===== src/hw/rtl/eotd_pkg.sv =====
// Shared types and constants for the audio end-of-track detector.
// No dependencies; used by every module of the block.
package eotd_pkg;

  // register file
  localparam int ADDR_W = 4;
  localparam int DATA_W = 32;

  localparam logic [1:0] REG_ACTIVITY_THRESHOLD = 2'd0;
  localparam logic [1:0] REG_SILENCE_FRAMES     = 2'd1;
  localparam logic [1:0] REG_MAX_FRAMES         = 2'd2;
  localparam logic [1:0] REG_PASS_FRAMES        = 2'd3;

  localparam logic [22:0] ACTIVITY_THRESHOLD_RST = 23'd1280;
  localparam logic [23:0] SILENCE_FRAMES_RST     = 24'd250;
  localparam logic [23:0] MAX_FRAMES_RST         = 24'd180000;
  localparam logic [23:0] PASS_FRAMES_RST        = 24'd9000;

  localparam int SAMPLE_W = 16;
  localparam int SUM_W    = 17;
  localparam int ACC_W    = 23;
  localparam int OUT_W    = 24;

  typedef enum logic [1:0] {
    ST_RUNNING,
    ST_SILENCE_END,
    ST_UPDATE_END,
    ST_MAX_REACHED
  } status_t;

  typedef struct packed {
    logic [22:0] activity_threshold;
    logic [23:0] silence_frames;
    logic [23:0] max_frames;
    logic [23:0] pass_frames;
  } cfg_t;

  // one slice-level item from the delta stage to the evaluator
  typedef struct packed {
    logic              restart;
    logic              slice_end;
    logic              idle_slice;
    logic              frame_changed;
    logic [ACC_W-1:0]  slice_sum;
  } slice_t;

  typedef struct packed {
    status_t           status;
    logic [OUT_W-1:0]  end_frame;
    logic [OUT_W-1:0]  frame_count;
  } result_t;

endpackage


===== src/hw/rtl/audio_end_of_track_detector.sv =====
// Audio end-of-track detector, top level.
// A slice-end item passes the input register, the slice item register and the result register.
// Throughput: one item per cycle while m_tready does not stall the result;
// the delta accumulator and the frame-state update each close their loop.
// Reset (rst, synchronous): clears all running state, loads register defaults.
// Depends on eotd_pkg, eotd_cfg, eotd_delta, eotd_eval.
module audio_end_of_track_detector #(
  parameter int FRAME_BITS = 24
) (
  input  logic                        clk,
  input  logic                        rst,
  // input items
  input  logic                        s_tvalid,
  output logic                        s_tready,
  input  logic [31:0]                 s_tdata,  // left_sample[15:0], right_sample[31:16]
  input  logic                        s_tlast,  // slice_end
  input  logic [2:0]                  s_tuser,  // restart[0], idle_slice[1], frame_changed[2]
  // result items
  output logic                        m_tvalid,
  input  logic                        m_tready,
  output logic [47:0]                 m_tdata,  // end_frame[23:0], frame_count[47:24]
  output logic [1:0]                  m_tuser,  // status[1:0]
  // configuration
  input  logic                        psel,
  input  logic                        penable,
  input  logic                        pwrite,
  input  logic [eotd_pkg::ADDR_W-1:0] paddr,
  input  logic [eotd_pkg::DATA_W-1:0] pwdata,
  output logic [eotd_pkg::DATA_W-1:0] prdata,
  output logic                        pready
);

  eotd_pkg::cfg_t    cfg;
  eotd_pkg::slice_t  item;
  eotd_pkg::result_t res;
  logic              item_valid;
  logic              item_ready;

  eotd_cfg u_cfg (
    .clk     (clk),
    .rst     (rst),
    .psel    (psel),
    .penable (penable),
    .pwrite  (pwrite),
    .paddr   (paddr),
    .pwdata  (pwdata),
    .prdata  (prdata),
    .pready  (pready),
    .cfg     (cfg)
  );

  eotd_delta u_delta (
    .clk          (clk),
    .rst          (rst),
    .in_valid     (s_tvalid),
    .in_ready     (s_tready),
    .in_restart   (s_tuser[0]),
    .in_left      (s_tdata[15:0]),
    .in_right     (s_tdata[31:16]),
    .in_slice_end (s_tlast),
    .in_idle      (s_tuser[1]),
    .in_changed   (s_tuser[2]),
    .item_valid   (item_valid),
    .item_ready   (item_ready),
    .item         (item)
  );

  eotd_eval #(
    .FRAME_BITS (FRAME_BITS)
  ) u_eval (
    .clk        (clk),
    .rst        (rst),
    .cfg        (cfg),
    .item_valid (item_valid),
    .item_ready (item_ready),
    .item       (item),
    .res_valid  (m_tvalid),
    .res_ready  (m_tready),
    .res        (res)
  );

  assign m_tdata = {res.frame_count, res.end_frame};
  assign m_tuser = res.status;

endmodule


===== src/hw/rtl/eotd_cfg.sv =====
// APB-style configuration registers of the end-of-track detector.
// Depends on eotd_pkg.
module eotd_cfg (
  input  logic                        clk,
  input  logic                        rst,
  input  logic                        psel,
  input  logic                        penable,
  input  logic                        pwrite,
  input  logic [eotd_pkg::ADDR_W-1:0] paddr,
  input  logic [eotd_pkg::DATA_W-1:0] pwdata,
  output logic [eotd_pkg::DATA_W-1:0] prdata,
  output logic                        pready,
  output eotd_pkg::cfg_t              cfg
);

  logic wr_en;

  assign pready = 1'b1;
  assign wr_en  = psel && penable && pwrite;

  always_ff @(posedge clk) begin
    if (rst) begin
      cfg.activity_threshold <= eotd_pkg::ACTIVITY_THRESHOLD_RST;
      cfg.silence_frames     <= eotd_pkg::SILENCE_FRAMES_RST;
      cfg.max_frames         <= eotd_pkg::MAX_FRAMES_RST;
      cfg.pass_frames        <= eotd_pkg::PASS_FRAMES_RST;
    end else if (wr_en) begin
      case (paddr[3:2])
        eotd_pkg::REG_ACTIVITY_THRESHOLD: cfg.activity_threshold <= pwdata[22:0];
        eotd_pkg::REG_SILENCE_FRAMES:     cfg.silence_frames     <= pwdata[23:0];
        eotd_pkg::REG_MAX_FRAMES:         cfg.max_frames         <= pwdata[23:0];
        eotd_pkg::REG_PASS_FRAMES:        cfg.pass_frames        <= pwdata[23:0];
        default: ;
      endcase
    end
  end

  always_comb begin
    case (paddr[3:2])
      eotd_pkg::REG_ACTIVITY_THRESHOLD:
        prdata = eotd_pkg::DATA_W'(cfg.activity_threshold);
      eotd_pkg::REG_SILENCE_FRAMES: prdata = eotd_pkg::DATA_W'(cfg.silence_frames);
      eotd_pkg::REG_MAX_FRAMES:     prdata = eotd_pkg::DATA_W'(cfg.max_frames);
      eotd_pkg::REG_PASS_FRAMES:    prdata = eotd_pkg::DATA_W'(cfg.pass_frames);
      default:                      prdata = '0;
    endcase
  end

endmodule


===== src/hw/rtl/eotd_delta.sv =====
// Input register and per-sample delta accumulation (left+right, abs diff).
// Depends on eotd_pkg; feeds slice-level items to eotd_eval.
module eotd_delta (
  input  logic                          clk,
  input  logic                          rst,
  input  logic                          in_valid,
  output logic                          in_ready,
  input  logic                          in_restart,
  input  logic [eotd_pkg::SAMPLE_W-1:0] in_left,
  input  logic [eotd_pkg::SAMPLE_W-1:0] in_right,
  input  logic                          in_slice_end,
  input  logic                          in_idle,
  input  logic                          in_changed,
  output logic                          item_valid,
  input  logic                          item_ready,
  output eotd_pkg::slice_t              item
);

  localparam int SW = eotd_pkg::SUM_W;
  localparam int DW = SW + 1;
  localparam int AW = eotd_pkg::ACC_W;

  // input register
  logic                          vi;
  logic                          r_restart;
  logic signed [eotd_pkg::SAMPLE_W-1:0] r_left;
  logic signed [eotd_pkg::SAMPLE_W-1:0] r_right;
  logic                          r_slice_end;
  logic                          r_idle;
  logic                          r_changed;

  // running state
  logic signed [SW-1:0] previous_sum;
  logic [AW-1:0]        delta_acc;

  logic                 adv;
  logic signed [SW-1:0] prev_eff;
  logic [AW-1:0]        acc_eff;
  logic signed [SW-1:0] sum;
  logic signed [DW-1:0] dif;
  logic [SW-1:0]        dif_abs;
  logic [AW:0]          acc_wide;
  logic [AW-1:0]        acc_next;

  assign adv      = vi && (!item_valid || item_ready);
  assign in_ready = !vi || adv;

  always_comb begin
    prev_eff = r_restart ? '0 : previous_sum;
    acc_eff  = r_restart ? '0 : delta_acc;
    sum      = SW'(r_left) + SW'(r_right);
    dif      = DW'(sum) - DW'(prev_eff);
    dif_abs  = dif[DW-1] ? SW'(-dif) : SW'(dif);
    acc_wide = (AW+1)'(acc_eff) + (AW+1)'(dif_abs);
    // saturate the slice delta sum
    acc_next = acc_wide[AW] ? '1 : acc_wide[AW-1:0];
  end

  always_ff @(posedge clk) begin
    if (rst) begin
      vi           <= 1'b0;
      item_valid   <= 1'b0;
      previous_sum <= '0;
      delta_acc    <= '0;
    end else begin
      if (in_ready) begin
        vi <= in_valid;
      end
      if (adv) begin
        previous_sum <= sum;
        delta_acc    <= r_slice_end ? '0 : acc_next;
        // only slice ends and restarts matter downstream
        item_valid   <= r_restart || r_slice_end;
      end else if (item_ready) begin
        item_valid <= 1'b0;
      end
    end
  end

  always_ff @(posedge clk) begin
    if (in_valid && in_ready) begin
      r_restart   <= in_restart;
      r_left      <= in_left;
      r_right     <= in_right;
      r_slice_end <= in_slice_end;
      r_idle      <= in_idle;
      r_changed   <= in_changed;
    end
    if (adv) begin
      item.restart       <= r_restart;
      item.slice_end     <= r_slice_end;
      item.idle_slice    <= r_idle;
      item.frame_changed <= r_changed;
      item.slice_sum     <= acc_next;
    end
  end

endmodule


===== src/hw/rtl/eotd_eval.sv =====
// Slice evaluation: silence tracking, frame counting, pass-based end detection,
// and the result register. Depends on eotd_pkg.
module eotd_eval #(
  parameter int FRAME_BITS = 24
) (
  input  logic              clk,
  input  logic              rst,
  input  eotd_pkg::cfg_t    cfg,
  input  logic              item_valid,
  output logic              item_ready,
  input  eotd_pkg::slice_t  item,
  output logic              res_valid,
  input  logic              res_ready,
  output eotd_pkg::result_t res
);

  localparam int FB = FRAME_BITS;
  localparam int OW = eotd_pkg::OUT_W;
  localparam int CW = (FB > OW) ? FB : OW;
  localparam int PW = CW + 1;
  localparam logic [PW-1:0] FRAME_MAX = PW'({FB{1'b1}});

  logic [FB-1:0] frame_counter;
  logic [FB-1:0] silence_start;
  logic          silence_active;
  logic [FB-1:0] last_update_frame;
  logic          update_seen;
  logic          updated_this_pass;
  logic [FB-1:0] pass_limit;
  logic          finished;

  // state after an optional restart
  logic [FB-1:0] c_fc, c_ss, c_lu, c_pl;
  logic          c_sa, c_us, c_utp, c_fin;

  logic [FB-1:0] fc_next, ss_next, lu_next, pl_next;
  logic          sa_next, us_next, utp_next, fin_next;

  logic              emit;
  eotd_pkg::status_t st;
  logic [OW-1:0]     end_frame;
  logic [FB-1:0]     silence_len;
  logic [PW-1:0]     pl_sum;
  logic              take;

  assign item_ready = !res_valid || res_ready;
  assign take       = item_valid && item_ready;

  always_comb begin
    if (item.restart) begin
      c_fc  = '0;
      c_ss  = '0;
      c_sa  = 1'b0;
      c_lu  = '0;
      c_us  = 1'b0;
      c_utp = 1'b0;
      c_pl  = FB'(cfg.pass_frames);
      c_fin = 1'b0;
    end else begin
      c_fc  = frame_counter;
      c_ss  = silence_start;
      c_sa  = silence_active;
      c_lu  = last_update_frame;
      c_us  = update_seen;
      c_utp = updated_this_pass;
      c_pl  = pass_limit;
      c_fin = finished;
    end
  end

  always_comb begin
    fc_next     = c_fc;
    ss_next     = c_ss;
    sa_next     = c_sa;
    lu_next     = c_lu;
    us_next     = c_us;
    utp_next    = c_utp;
    pl_next     = c_pl;
    fin_next    = c_fin;
    emit        = 1'b0;
    st          = eotd_pkg::ST_RUNNING;
    end_frame   = '0;
    silence_len = '0;
    pl_sum      = PW'(c_pl) + PW'(cfg.pass_frames);

    if (!c_fin && item.slice_end) begin
      emit = 1'b1;
      if (item.slice_sum >= cfg.activity_threshold) begin
        sa_next = 1'b0;
      end else if (!c_sa) begin
        sa_next = 1'b1;
        ss_next = c_fc;
      end
      silence_len = c_fc - ss_next;

      if ((cfg.silence_frames != '0) && sa_next &&
          (CW'(silence_len) > CW'(cfg.silence_frames))) begin
        st        = eotd_pkg::ST_SILENCE_END;
        end_frame = OW'(ss_next);
      end else if (!item.idle_slice) begin
        if (item.frame_changed) begin
          lu_next  = c_fc;
          us_next  = 1'b1;
          utp_next = 1'b1;
        end
        fc_next = c_fc + FB'(1);
        if (CW'(fc_next) > CW'(cfg.max_frames)) begin
          st = eotd_pkg::ST_MAX_REACHED;
        end else if (fc_next > c_pl) begin
          if (!utp_next && us_next) begin
            st        = eotd_pkg::ST_UPDATE_END;
            end_frame = OW'(lu_next);
          end else begin
            pl_next  = (pl_sum > FRAME_MAX) ? '1 : pl_sum[FB-1:0];
            utp_next = 1'b0;
          end
        end
      end
      // any nonzero status is terminal until restart
      if (st != eotd_pkg::ST_RUNNING) begin
        fin_next = 1'b1;
      end
    end
  end

  always_ff @(posedge clk) begin
    if (rst) begin
      frame_counter     <= '0;
      silence_start     <= '0;
      silence_active    <= 1'b0;
      last_update_frame <= '0;
      update_seen       <= 1'b0;
      updated_this_pass <= 1'b0;
      pass_limit        <= FB'(eotd_pkg::PASS_FRAMES_RST);
      finished          <= 1'b0;
      res_valid         <= 1'b0;
    end else begin
      if (take) begin
        frame_counter     <= fc_next;
        silence_start     <= ss_next;
        silence_active    <= sa_next;
        last_update_frame <= lu_next;
        update_seen       <= us_next;
        updated_this_pass <= utp_next;
        pass_limit        <= pl_next;
        finished          <= fin_next;
      end
      if (take && emit) begin
        res_valid <= 1'b1;
      end else if (res_ready) begin
        res_valid <= 1'b0;
      end
    end
  end

  always_ff @(posedge clk) begin
    if (take && emit) begin
      res.status      <= st;
      res.end_frame   <= end_frame;
      res.frame_count <= OW'(fc_next);
    end
  end

endmodule

===== config.mk =====
export PLATFORM = sky130hd
export DESIGN_NAME = audio_end_of_track_detector
export DESIGN_NICKNAME = d
export VERILOG_FILES = /design/src/hw/rtl/eotd_pkg.sv /design/src/hw/rtl/audio_end_of_track_detector.sv /design/src/hw/rtl/eotd_cfg.sv /design/src/hw/rtl/eotd_delta.sv /design/src/hw/rtl/eotd_eval.sv
export SDC_FILE = /design/constraint.sdc
export NUM_CORES = 1
export LEC_CHECK = 0
export ABC_AREA = 1
export BUFFER_PORTS_ARGS = -buffer_cell sky130_fd_sc_hd__buf_2
export CAP_MARGIN = 20
export CORE_UTILIZATION = 57
export DETAILED_ROUTE_END_ITERATION = 7
export HOLD_SLACK_MARGIN = 0.15
export PLACE_DENSITY_LB_ADDON = 0.3
export SETUP_SLACK_MARGIN = 0.2
export SLEW_MARGIN = 20
export SYNTH_ARGS = -nofsm -noshare
export SYNTH_HDL_FRONTEND = slang
export SYNTH_SLANG_ARGS = --single-unit

===== constraint.sdc =====
create_clock -name clk -period 6.5 [get_ports clk]
set_clock_uncertainty 0.1 [all_clocks]
set_input_delay 1.3 -clock clk [delete_from_list [all_inputs] [get_ports clk]]
set_output_delay 1.3 -clock clk [all_outputs]
set_load 0.01 [all_outputs]

==> impl_metrics.csv <==
group,metric,value,unit
detailed_routing,drtAntennaViolNets,0,
pwr,p_int,4.63,mW
final_layout,seqCellArea,8160,µm²
clock_network,clk_transition_reported_paths,0.06,ns
synthesis,synth_cell_type_count,61,
timing,final.period_utilization,91.5,%
critical_path,path_common_cell,"nand2_1",
detailed_routing,wl_met2,35.0,mm
global_route,grt_pass1_wl,114,mm
critical_path,r2r_cells,32,
placed_design,place_hpwl,54.0,mm
clock_network,clk_path_buf_depth,3,
global_route,track_usage,34.1,%
detailed_routing,highest-signal-layer,"met4",
die,die-height,206,µm
hold_path,worst_hold_path_type,"flop to flop",
final_layout,design_area,26900,µm²
timing,slew_headroom,24.7,%
critical_path,required,6.92,ns
timing,setup_viol,0,
timing,drv_slew,0,
pwr,pwr-share-comb,31.4,%
synthesis,synth-warning-count,0,
synthesis,synth_seq_cells,351,
synthesis,synth_largest_area_cell,"dfxtp_1",
critical_path,startpoint,"u_delta.r_right[0]",
synthesis,synth-seq-area-share,34.2,%
critical_path,worstSetupPathType,"flop to flop",
detailed_routing,drt_pre_antenna_iters,8,
synthesis,syn_area_per_cell,7.18,µm²
detailed_routing,met1_length,28.8,mm
global_route,grt_pass1_vias,22123,
critical_path,r2r-end,"u_delta.delta_acc[22]",
final_layout,mostFrequentLayoutCells,"nand2_1, inv_1, a21oi_1",
synthesis,synthArstFlopShare,0,%
critical_path,crit_path_end_kind,"flop",
final_layout,fill_cells,3545,
detailed_routing,route.met3.wl,6.74,mm
pwr,leakage,12.0,nW
final_layout,diodes,0,
synthesis,synth_compound_area_share,19.5,%
synthesis,synthesis.area,23800,µm²
critical_path,endpoint,"u_delta.delta_acc[22]",
synthesis,muxShareOfSynthArea,0,%
clock_network,clkSinkCount,351,
die,pin_count,164,
critical_path,ff2ff_setup_slack,0.55,ns
timing,period_needed,5.95,ns
detailed_routing,drc_errors,7,
synthesis,synthFlopType,"dfxtp_1",
detailed_routing,routedWlPerCell,18.8,µm
synthesis,synthXorXnorAreaFrac,4.12,%
pwr,netSwitchingFraction,35.4,%
critical_path,cp_slowest_cell,"fa_1",
timing,worstMarginPinSlew,1.12,ns
placed_design,placed_area,25000,µm²
final_layout,finalNetCount,3708,
critical_path,cp.arrival,6.37,ns
timing,fin_setup_tns,0,ns
clock_network,cts-root-buf,"clkbuf_16",
final_layout,final_common_cell,"nand2_1",
synthesis,yosysTopAreaCellShare,20.0,%
synthesis,synth_top_family_by_area,"simple AND/OR/NAND/NOR gates",
final_layout,multiInputGateArea,13700,µm²
global_route,grt_max_degree,114,
placed_design,place.gp.congestion,1.02,
die,start_util,58.1,%
timing,rsz0062_at_grt,"no",
synthesis,netlist_instances,3321,
pwr,clkPwrFrac,34.1,%
final_layout,syn2layout_area_growth,12.9,%
clock_network,insertion_delay,0.61,ns
clock_network,cts_tree,"done",
critical_path,startpoint_type,"flop",
die,core_area,41000,µm²
timing,hold_viol,0,
synthesis,synth_area_leaders,"dfxtp_1, edfxtp_1, nand2_1",
global_route,grt.overflow.total,0,
critical_path,critical_path.max_fanout,4,
pwr,power_frac_seq,34.5,%
die,die-area,42600,µm²
pwr,p_per_area,267,nW/µm²
status,status,"complete, but fails checks",
detailed_routing,vias,23886,
synthesis,synth_enable_flop_cells,113,
final_layout,layout-drive-gt1-share,12.1,%
status,violations,"design-rule violations",
synthesis,synthAdderAreaFrac,10.4,%
global_route,antenna_found_initial,0,
critical_path,crit-reg2reg-launch,"u_delta.r_right[0]",
critical_path,slowest_delay,0.42,ns
detailed_routing,drt_wl_total,75.1,mm
pwr,ir_drop,0.377,mV
detailed_routing,viasPerCell,5.97,
detailed_routing,drt_iter0_drc,2537,
pwr,netSwitchingPower,2.54,mW
die,die_w,206,µm
placed_design,port_buffers,144,
run,cap_violations,0,
clock_network,numCtsBuffers,41,
synthesis,synthSimpleGateAreaFrac,22.2,%
timing,whs,0.320,ns
timing,timing.fmax,0.168,GHz
clock_network,h-tree-depth,2,
die,rows,74,
power groups by stage:
stage               logic (mW)  registers [mW]  clock network [mW]
floorplan                 1.56            2.50                   0
global placement          2.00            2.51                   0
detailed placement        2.08            2.52                   0
CTS                       2.10            2.47                2.47
global route              2.49            2.48                2.55
finish                    2.25            2.47                2.45
state kept, by name, indices dropped and copies added (netlist names), 16 cells and up:
name and count:
u_delta.delta_acc 23, u_eval.silence_start 24, u_delta.item 27, u_cfg.cfg 95, u_eval.last_update_frame 24, u_eval.res 50, u_delta.r_right 16, u_delta.r_left 16
u_eval.pass_limit 24, u_delta.previous_sum 17, u_eval.frame_counter 24
through the flow:
step	std cells	setup slack (ns)	total power [mW]	util (%)
global route	3998	0.129	7.52	65.6
finish	3998	0.553	7.17	65.6
global placement	3897	0.377	4.51	60.9
CTS	3974	0.192	7.03	64.4
detailed placement	3897	0.102	4.60	60.9
floorplan	3328	1.29	4.06	-
cells by family (layout without fill, tap and decap cells):
group,Yosys count,in the layout
compound gates,823,823
xor+xnor,112,112
fa+ha+maj,196,196
buf+inv,580,718
flops,351,351
other cells,2,9
simple gates,1257,1257
worst min path at each step:
stage | startpoint | end | slack, ns | cells after the start
2_1_floorplan | u_delta.r_changed | u_delta.item[23] | 0.30 | 0
3_3_place_gp | u_delta.r_changed | u_delta.item[23] | 0.30 | 0
3_5_place_dp | u_delta.r_changed | u_delta.item[23] | 0.31 | 0
4_1_cts | u_delta.r_changed | u_delta.item[23] | 0.32 | 0
5_1_grt | u_delta.r_changed | u_delta.item[23] | 0.33 | 0
6_report | u_delta.r_changed | u_delta.item[23] | 0.32 | 0
layer usage:
layer / track usage, % / vias up
met1: 41.7 / 11061
met2: 57.0 / 1204
li1: - / 11317
met3: 5.66 / 304
met5: 0 / -
met4: 18.8 / 0
cells in the mapped netlist (3+ instances only):
master     count
nand2_1      717
inv_1        417
a21oi_1      377
nor2_1       283
o21ai_0      272
dfxtp_1      238
ha_1         191
edfxtp_1     113
nand3_1      110
clkbuf_1     108
xor2_1        78
nand4_1       46
o211ai_1      43
or2_2         34
xnor2_1       34
nor3_1        24
a221oi_1      22
o2111ai_1     22
buf_2         19
a21o_1        13
inv_2         13
o21ai_1       13
a31oi_1       12
nor2_2        12
buf_4          9
nor4_1         9
o211ai_2       9
o21bai_1       9
buf_1          7
o21a_1         7
nand3_2        6
fa_1           5
a21boi_0       4
buf_6          4
a211oi_1       3
nor2_4         3
o221ai_1       3
layout make-up:
type                    count  area share, %
inverters                 433           6.10
multi-input cells        2397           50.8
well taps                 532           2.47
clock inverters            26           1.17
repair inverters            2         0.0465
flip-flops and latches    351           30.3
repair buffers            207           4.91
clock buffers              50           4.18
worst max-delay path: cells and delay by family, from the launching register on:
| family | cells | cell delay (ns) |
|---|---|---|
| AO/OA/AOI/OAI | 8 | 1.44 |
| XOR/XNOR | 2 | 0.51 |
| adder cells (fa/ha/maj) | 4 | 1.33 |
| buffers and inverters | 3 | 0.30 |
| flip-flops | 1 | 0.37 |
| AND/OR/NAND/NOR | 15 | 1.82 |
timing repair:
item / CTS / global route
gates resized for setup: 3 / 72
hold buffers: 0 / 0
setup endpoints to repair: 36 / 171
cloned: 0 / 6
pin swaps: 1 / 19
setup buffers: 1 / 18
No activity file was read; power rests on OpenSTA's default activity.
